<file path="src/hdl/assert_macros.svh">
// assertion macros for the rtl files
`ifndef ASSERT_MACROS_SVH
`define ASSERT_MACROS_SVH

// same-cycle implication, checked outside reset
`define LBRB_ASSERT_IMPL(lbl, clk, rst_n, ante, cons) \
    lbl: assert property (@(posedge clk) disable iff (!(rst_n)) (ante) |-> (cons)) \
        else $error("lbrb: same-cycle check failed");

// next-cycle implication, checked outside reset
`define LBRB_ASSERT_NEXT(lbl, clk, rst_n, ante, cons) \
    lbl: assert property (@(posedge clk) disable iff (!(rst_n)) (ante) |=> (cons)) \
        else $error("lbrb: next-cycle check failed");

`endif

</file>
<file path="src/hdl/lbrb_pkg.sv">
// shared types and constants of the line-aware byte ring buffer
`timescale 1ns / 1ps
`default_nettype none

package lbrb_pkg;

    localparam int unsigned FIELD_W = 8;

    typedef enum logic [1:0] {
        CMD_PUSH   = 2'd0,
        CMD_POP    = 2'd1,
        CMD_STATUS = 2'd2,
        CMD_SPARE  = 2'd3
    } t_cmd;

    localparam logic [7:0] NEWLINE = 8'h0A;

    // requests from the sequencer to the newline tracker
    typedef struct packed {
        logic fetch;
        logic push;
        logic pop;
    } t_nl_ctrl;

endpackage

`default_nettype wire

</file>
<file path="src/hdl/line_aware_byte_ring_buffer_core.sv">
// top level of the line-aware byte ring buffer
`timescale 1ns / 1ps
`default_nettype none

`include "assert_macros.svh"

// byte ring buffer over a 2**$clog2(DEPTH)-entry store holding at most one
// byte fewer than that. each input beat pushes a byte, pops a byte or only
// asks for status, and produces exactly one output beat with the accepted
// flag, the popped byte, occupancy, free space, the length through the first
// held newline and a flag for a full buffer without any newline. a push into
// a full buffer and a pop from an empty one are dropped with accepted low.
// the byte store and the newline position queue are synchronous memories,
// read at acceptance; the update state uses their data once the output
// register can take the result. the next beat is taken while the previous
// result waits in the output register. newline positions live in their own
// queue, so the line length is the distance from the read point to the queue
// head, no scan. counts wider than eight bits show their low eight bits.

module line_aware_byte_ring_buffer_core
    import lbrb_pkg::*;
#(
    parameter int unsigned DEPTH = 256
) (
    input  wire logic       i_clk,
    input  wire logic       i_rst_n,
    input  wire logic       i_in_valid,
    output logic            o_in_ready,
    input  wire logic [1:0] i_command,
    input  wire logic [7:0] i_data_in,
    output logic            o_out_valid,
    input  wire logic       i_out_ready,
    output logic            o_accepted,
    output logic      [7:0] o_data_out,
    output logic      [7:0] o_occupancy,
    output logic      [7:0] o_free_space,
    output logic      [7:0] o_line_length,
    output logic            o_full_without_line
);

    localparam int unsigned AW = $clog2(DEPTH);
    localparam int unsigned XW = AW + FIELD_W;
    localparam logic [AW-1:0] IDX_MASK = '1;

    typedef enum logic [1:0] {
        S_IDLE = 2'b01,
        S_EXEC = 2'b10
    } t_state;

    t_state r_state;
    t_state n_state;

    // byte store, read data registered
    logic [7:0]    r_byte_mem [2**AW];
    logic [7:0]    r_byte_rdata;

    logic [AW-1:0] r_rd_idx;
    logic [AW-1:0] r_wr_idx;
    logic [1:0]    r_cmd;
    logic [7:0]    r_din;

    // output register
    logic          r_out_valid;
    logic          r_acc;
    logic [7:0]    r_dout;
    logic [7:0]    r_occ;
    logic [7:0]    r_free;
    logic [7:0]    r_len;
    logic          r_fwl;

    logic          in_fire;
    logic          exec_go;
    logic [AW-1:0] occ;
    logic          push_ok;
    logic          pop_ok;
    logic [AW-1:0] n_rd_idx;
    logic [AW-1:0] n_wr_idx;
    logic [AW-1:0] n_occ;
    logic [AW-1:0] n_len;
    logic [7:0]    n_dout;
    t_nl_ctrl      nl_ctrl;
    logic [AW-1:0] nl_count;
    logic [AW-1:0] nl_head_n;
    logic [AW-1:0] nl_count_n;
    logic [XW-1:0] occ_x;
    logic [XW-1:0] free_x;
    logic [XW-1:0] len_x;

    assign o_in_ready = (r_state == S_IDLE);
    assign in_fire    = i_in_valid && o_in_ready;
    // the update waits until the output register can take the result
    assign exec_go    = (r_state == S_EXEC) && (!r_out_valid || i_out_ready);

    always_comb begin
        n_state = r_state;
        unique case (r_state)
            S_IDLE: begin
                if (in_fire) begin
                    n_state = S_EXEC;
                end
            end
            S_EXEC: begin
                if (exec_go) begin
                    n_state = S_IDLE;
                end
            end
            default: n_state = S_IDLE;
        endcase
    end

    // decode of the held beat against the current indexes
    always_comb begin
        occ     = r_wr_idx - r_rd_idx;
        push_ok = 1'b0;
        pop_ok  = 1'b0;
        case (r_cmd)
            CMD_PUSH: push_ok = (occ != IDX_MASK);
            CMD_POP:  pop_ok  = (occ != '0);
            default: ;
        endcase
        n_wr_idx = r_wr_idx + AW'(push_ok);
        n_rd_idx = r_rd_idx + AW'(pop_ok);
        n_occ    = n_wr_idx - n_rd_idx;
        n_dout   = pop_ok ? r_byte_rdata : 8'h00;
    end

    always_comb begin
        nl_ctrl.fetch = in_fire;
        nl_ctrl.push  = exec_go && push_ok && (r_din == NEWLINE);
        nl_ctrl.pop   = exec_go && pop_ok && (r_byte_rdata == NEWLINE) && (nl_count != '0);
    end

    lbrb_nl_track #(
        .AW (AW)
    ) u_nl_track (
        .i_clk     (i_clk),
        .i_rst_n   (i_rst_n),
        .i_ctrl    (nl_ctrl),
        .i_pos     (r_wr_idx),
        .o_count   (nl_count),
        .o_head_n  (nl_head_n),
        .o_count_n (nl_count_n)
    );

    // distance from the read point through the first held newline
    assign n_len  = (nl_count_n != '0) ? (nl_head_n - n_rd_idx + AW'(1)) : '0;

    assign occ_x  = XW'(n_occ);
    assign free_x = XW'(IDX_MASK - n_occ);
    assign len_x  = XW'(n_len);

    // byte store access
    always_ff @(posedge i_clk) begin
        if (in_fire) begin
            r_byte_rdata <= r_byte_mem[r_rd_idx];
        end
        if (exec_go && push_ok) begin
            r_byte_mem[r_wr_idx] <= r_din;
        end
    end

    // held beat and result payload
    always_ff @(posedge i_clk) begin
        if (in_fire) begin
            r_cmd <= i_command;
            r_din <= i_data_in;
        end
        if (exec_go) begin
            r_acc  <= push_ok || pop_ok;
            r_dout <= n_dout;
            r_occ  <= occ_x[FIELD_W-1:0];
            r_free <= free_x[FIELD_W-1:0];
            r_len  <= len_x[FIELD_W-1:0];
            r_fwl  <= (n_occ == IDX_MASK) && (nl_count_n == '0);
        end
    end

    always_ff @(posedge i_clk) begin
        if (!i_rst_n) begin
            r_state     <= S_IDLE;
            r_rd_idx    <= '0;
            r_wr_idx    <= '0;
            r_out_valid <= 1'b0;
        end else begin
            r_state <= n_state;
            if (exec_go) begin
                r_rd_idx    <= n_rd_idx;
                r_wr_idx    <= n_wr_idx;
                r_out_valid <= 1'b1;
            end else if (i_out_ready) begin
                r_out_valid <= 1'b0;
            end
        end
    end

    assign o_out_valid         = r_out_valid;
    assign o_accepted          = r_acc;
    assign o_data_out          = r_dout;
    assign o_occupancy         = r_occ;
    assign o_free_space        = r_free;
    assign o_line_length       = r_len;
    assign o_full_without_line = r_fwl;

    // newlines held never outnumber bytes held
    `LBRB_ASSERT_IMPL(a_nl_le_occ, i_clk, i_rst_n, 1'b1, nl_count <= occ)
    // an accepted beat moves to the update cycle
    `LBRB_ASSERT_NEXT(a_fire_exec, i_clk, i_rst_n, in_fire, r_state == S_EXEC)
    // a full buffer without a newline reports no line
    `LBRB_ASSERT_IMPL(a_fwl_no_len, i_clk, i_rst_n, o_out_valid && o_full_without_line,
        o_line_length == 8'h00)
    // a finished update always leaves a result pending
    `LBRB_ASSERT_NEXT(a_exec_out, i_clk, i_rst_n, exec_go, o_out_valid)

endmodule

`default_nettype wire

</file>
<file path="src/hdl/lbrb_nl_track.sv">
// newline position queue with a cached head entry
`timescale 1ns / 1ps
`default_nettype none

module lbrb_nl_track
    import lbrb_pkg::*;
#(
    parameter int unsigned AW = 8
) (
    input  wire logic          i_clk,
    input  wire logic          i_rst_n,
    input  wire t_nl_ctrl      i_ctrl,
    input  wire logic [AW-1:0] i_pos,
    output logic      [AW-1:0] o_count,
    output logic      [AW-1:0] o_head_n,
    output logic      [AW-1:0] o_count_n
);

    logic [AW-1:0] r_pos_mem [2**AW];
    logic [AW-1:0] r_rd_ptr;
    logic [AW-1:0] r_wr_ptr;
    logic [AW-1:0] r_count;
    logic [AW-1:0] r_head;
    logic [AW-1:0] r_next_head;
    logic [AW-1:0] n_head;
    logic [AW-1:0] n_count;

    // prefetch the entry behind the head so a pop can promote it
    always_ff @(posedge i_clk) begin
        if (i_ctrl.fetch) begin
            r_next_head <= r_pos_mem[r_rd_ptr + AW'(1)];
        end
        if (i_ctrl.push) begin
            r_pos_mem[r_wr_ptr] <= i_pos;
        end
    end

    always_comb begin
        n_head  = r_head;
        n_count = r_count;
        if (i_ctrl.push) begin
            n_count = r_count + AW'(1);
            if (r_count == '0) begin
                n_head = i_pos;
            end
        end else if (i_ctrl.pop) begin
            n_count = r_count - AW'(1);
            n_head  = r_next_head;
        end
    end

    always_ff @(posedge i_clk) begin
        if (!i_rst_n) begin
            r_rd_ptr <= '0;
            r_wr_ptr <= '0;
            r_count  <= '0;
        end else begin
            r_count <= n_count;
            if (i_ctrl.push) begin
                r_wr_ptr <= r_wr_ptr + AW'(1);
            end
            if (i_ctrl.pop) begin
                r_rd_ptr <= r_rd_ptr + AW'(1);
            end
        end
    end

    always_ff @(posedge i_clk) begin
        r_head <= n_head;
    end

    assign o_count   = r_count;
    assign o_head_n  = n_head;
    assign o_count_n = n_count;

endmodule

`default_nettype wire
</file>
<file path="config.mk">
export PLATFORM = sky130hd
export DESIGN_NAME = line_aware_byte_ring_buffer_core
export DESIGN_NICKNAME = d
export VERILOG_FILES = /design/src/hdl/lbrb_pkg.sv /design/src/hdl/line_aware_byte_ring_buffer_core.sv /design/src/hdl/lbrb_nl_track.sv
export VERILOG_INCLUDE_DIRS = /design/src /design/src/hdl
export SDC_FILE = /design/constraint.sdc
export NUM_CORES = 2
export LEC_CHECK = 0
export BUFFER_PORTS_ARGS = -buffer_cell sky130_fd_sc_hd__buf_2
export CELL_PAD_IN_SITES_DETAIL_PLACEMENT = 0
export CELL_PAD_IN_SITES_GLOBAL_PLACEMENT = 1
export CORE_AREA = 2 2 539 541
export DETAILED_ROUTE_END_ITERATION = 10
export DIE_AREA = 0 0 541 543
export GPL_ROUTABILITY_DRIVEN = 0
export PLACE_DENSITY_LB_ADDON = 0.2
export SKIP_CTS_REPAIR_TIMING = 1
export SYNTH_ARGS = -nofsm -noshare
export SYNTH_HDL_FRONTEND = slang
export SYNTH_SLANG_ARGS = --single-unit
</file>
<file path="constraint.sdc">
create_clock -name i_clk -period 10.6 [get_ports i_clk]
set_input_delay 2.12 -clock i_clk [delete_from_list [all_inputs] [get_ports i_clk]]
set_output_delay 2.12 -clock i_clk [all_outputs]
set_load 0.03 [all_outputs]
</file>
==> flow_summary.yaml <==
critical_path:
  ff2ff_path_depth: 20
  worst_ep_required_time_ps: 11280
  crit_type: "flip-flop to flip-flop"
  cp_data_arrival_time_ps: 7350
  setup.worst_path.end_class: "flip-flop"
  critPathLaunchType: "flip-flop"
  worst-path-max-fanout: 74
cts:
  cts_made_buffers: 416
  cts-htree-levels: 5
  clk_pin_slew_worst_paths_ps: 60
  clockBufferDepth: 4
  clock_insertion_delay_at_the_later_pin_of_the_skew_report_ps: 950
  cts.sinks: 4207
  clockRootBuffer: "sky130_fd_sc_hd__clkbuf_16"
  tritoncts_clock_tree: "done"
power_and_ir_drop:
  power_frac_seq_pct: 56.1
  power.share.clock_pct: 43.3
  p_total_uw: 32400
  power_frac_comb_pct: 0.6
  vdd.ir_drop.worst_mv: 0.155
  switching_power_uw: 6260
  power_density_over_the_cells_mw_per_mm2: 179
  p_leak_uw: 0.0554
  switching_share_pct: 19.3
  total_internal_power_uw: 26100
sta:
  final_cycle_share_pct: 62.9
  timing.final.setup_violations: 0
  setup_repair_after_global_routing_missed_its_margin: "no"
  setup_tns_ps: 0
  finalWorstPathRequiredPeriod_ps: 6670
  worstMarginPinSlew_ps: 1290
  max_freq_mhz: 150
  max_slew_margin_pct: 14.3
  hold_violations: 0
  finClkSkew_ps: 38.4
  slew_violations: 0
logic_synthesis:
  yosysWarningCount: 0
  average_instance_area_after_synthesis_sq_um: 23.4
  synth_largest_type_area_fraction_pct: 76.4
  synth-main-ff-cell: "sky130_fd_sc_hd__edfxtp_1"
  synth-seq-cells: 4207
  netlist-cell-type-count: 65
  synth.cell_area_sq_mm: 0.163
  synthDominantAreaCellType: "sky130_fd_sc_hd__edfxtp_1"
  synth.area.top_cells: "sky130_fd_sc_hd__edfxtp_1, sky130_fd_sc_hd__mux4_2, sky130_fd_sc_hd__nor2_1, sky130_fd_sc_hd__dfxtp_1, sky130_fd_sc_hd__clkbuf_1"
  synth_edf_count: 4156
  synth_sequential_area_ratio_pct: 77.0
  cell_count_after_synthesis: 6992
  synth_fp_nets: 7050
  synth-async-reset-ratio_pct: 0
floorplan:
  die_height_microns: 543
  floorplan.die.width_microns: 541
  core.rowCount: 197
  design.portCount: 50
  die_area_sq_mm: 0.294
  core_area_sq_mm: 0.287
  initial_core_util_pct: 56.9
detailed_routing:
  vias: 73609
  drt_first_iter_violations: 8212
  post_drt_via_cell_ratio: 6.51
  wl_per_cell_microns: 33.0
  wl_microns: 373000
  drc_errors: 0
  drt.antenna.violating_nets: 0
  drt-pass1-iter-count: 7
grt:
  maximum_number_of_pins_on_one_net_before_global_route_repair: 209
  via_count_of_the_first_global_routing_pass: 74582
  gr-usage-met2_pct: 41.9
  grt_busiest_layer: "met2"
  overflow: 0
  grt_pass1_wl_microns: 540000
  use_met1_pct: 36.3
  grt_antenna_before_repair: 10
  grt.met3_usage_pct: 3.45
  grtUsageTotal_pct: 25.5
run_status:
  status: "finished, final reports clean"
cells_and_area:
  fin_area_sq_mm: 0.181
  fill_cells: 18938
  layout.cells.most_common: "sky130_fd_sc_hd__edfxtp_1"
  nets: 7240
  area.growth.synth_to_final_pct: 10.7
  post_route_cells_drive_above_1_share_pct: 28.7
  most-common-layout-cells: "sky130_fd_sc_hd__edfxtp_1, sky130_fd_sc_hd__mux4_2, sky130_fd_sc_hd__nor2_1"
  layout.core_utilization_pct: 63.0
  biggestRegsByFlops: "r_byte_mem x2048, u_nl_track.r_pos_mem x2048"
place:
  numPortBuffers: 49
  detailed_place_hpwl_microns: 215000
  post_dp_cell_area_sq_mm: 0.168
hold_path:
  worstHoldPathType: "flip-flop to flip-flop"
  hold_depth: 2
flow_run:
  max_cap_viols: 0
worst paths after layout:
check | to | slack, ps | start
setup reg to reg | o_line_length[7] | 3930 | r_wr_idx[3]
hold / removal | u_nl_track.r_rd_ptr[7] | 490 | u_nl_track.r_rd_ptr[7]
hold reg to reg | u_nl_track.r_rd_ptr[7] | 490 | u_nl_track.r_rd_ptr[7]
setup / recovery | o_line_length[7] | 3930 | r_wr_idx[3]
final cells by class:
class                      instances  area, sq um  share of cell area (%)
antenna                            6         15.0                 0.00830
tap                             3781         4730                    2.61
inverter                          34          135                  0.0747
timing repair buffer             165         1320                   0.728
clock buffer                     510        10800                    6.00
multi-input combinational       2358        36000                    19.9
clock inverter                   240         2010                    1.11
sequential                      4207       126000                    69.6
critical path, stage by stage (launching register included):
cell,delay (ps)
sky130_fd_sc_hd__dfxtp_4,980
sky130_fd_sc_hd__ha_1,430
sky130_fd_sc_hd__o21ai_1,90
sky130_fd_sc_hd__a21oi_1,80
sky130_fd_sc_hd__or4b_4,510
sky130_fd_sc_hd__and3_4,210
sky130_fd_sc_hd__o41ai_2,990
sky130_fd_sc_hd__mux2i_1,630
sky130_fd_sc_hd__nor2_1,90
sky130_fd_sc_hd__or2_2,340
sky130_fd_sc_hd__ha_1,290
sky130_fd_sc_hd__inv_1,50
sky130_fd_sc_hd__ha_1,210
sky130_fd_sc_hd__fa_1,470
sky130_fd_sc_hd__a21o_1,180
sky130_fd_sc_hd__a21oi_1,230
sky130_fd_sc_hd__o21bai_1,90
sky130_fd_sc_hd__a21oi_1,180
sky130_fd_sc_hd__xnor2_1,150
sky130_fd_sc_hd__xnor2_1,140
sky130_fd_sc_hd__a21oi_1,50
Yosys cell counts, drive strengths merged (8+ instances only):
library cell / number
o22ai: 8
nand3: 38
clkbuf: 245
dfxtp: 51
and3: 9
inv: 33
and2: 39
a21boi: 17
nor3: 11
xor2: 18
a21o: 8
nor2: 558
nand4: 11
ha: 41
edfxtp: 4156
buf: 148
o21ai: 12
nand2: 75
a21oi: 18
nor2b: 16
xnor2: 43
mux4: 1360
kinds of logic (layout without fill, tap and decap cells):
group	count (synthesis)	after routing	synth area share (%)
muxes	1362	1362	18.8
buffers and inverters	427	949	1.06
and+or+nand+nor	799	799	2.10
xor gates and xnor gates	61	61	0.327
adders and majority gates	44	44	0.351
AOI/OAI and AO/OA	92	92	0.396
other	0	6	0
DFF	4207	4207	77.0
per-stage QoR:
stage / setup WS [ps] / hold slack (ps) / instances
final: 3930 / 493 / 11301
after global routing: 3370 / 516 / 11296
after CTS: 3860 / 497 / 11295
after detailed placement: 3110 / 487 / 10545
after global placement: 3090 / 470 / 10545
after floorplan: 1890 / 444 / 6992
power groups by stage:
stage               registers, uW  clock network (uW)  logic, uW
CTS                         18200               14200        198
global placement            18500                   0        188
floorplan                   18600                   0       13.9
detailed placement          18500                   0        200
global route                18200               14900        211
finish                      18200               14000        194
metal layers:
layer	up-vias	wire, microns
li1	30072	-
met1	39878	147000
met2	3076	187000
met3	573	25700
met4	10	11900
met5	-	66
Power figures use the tool's default switching activity.
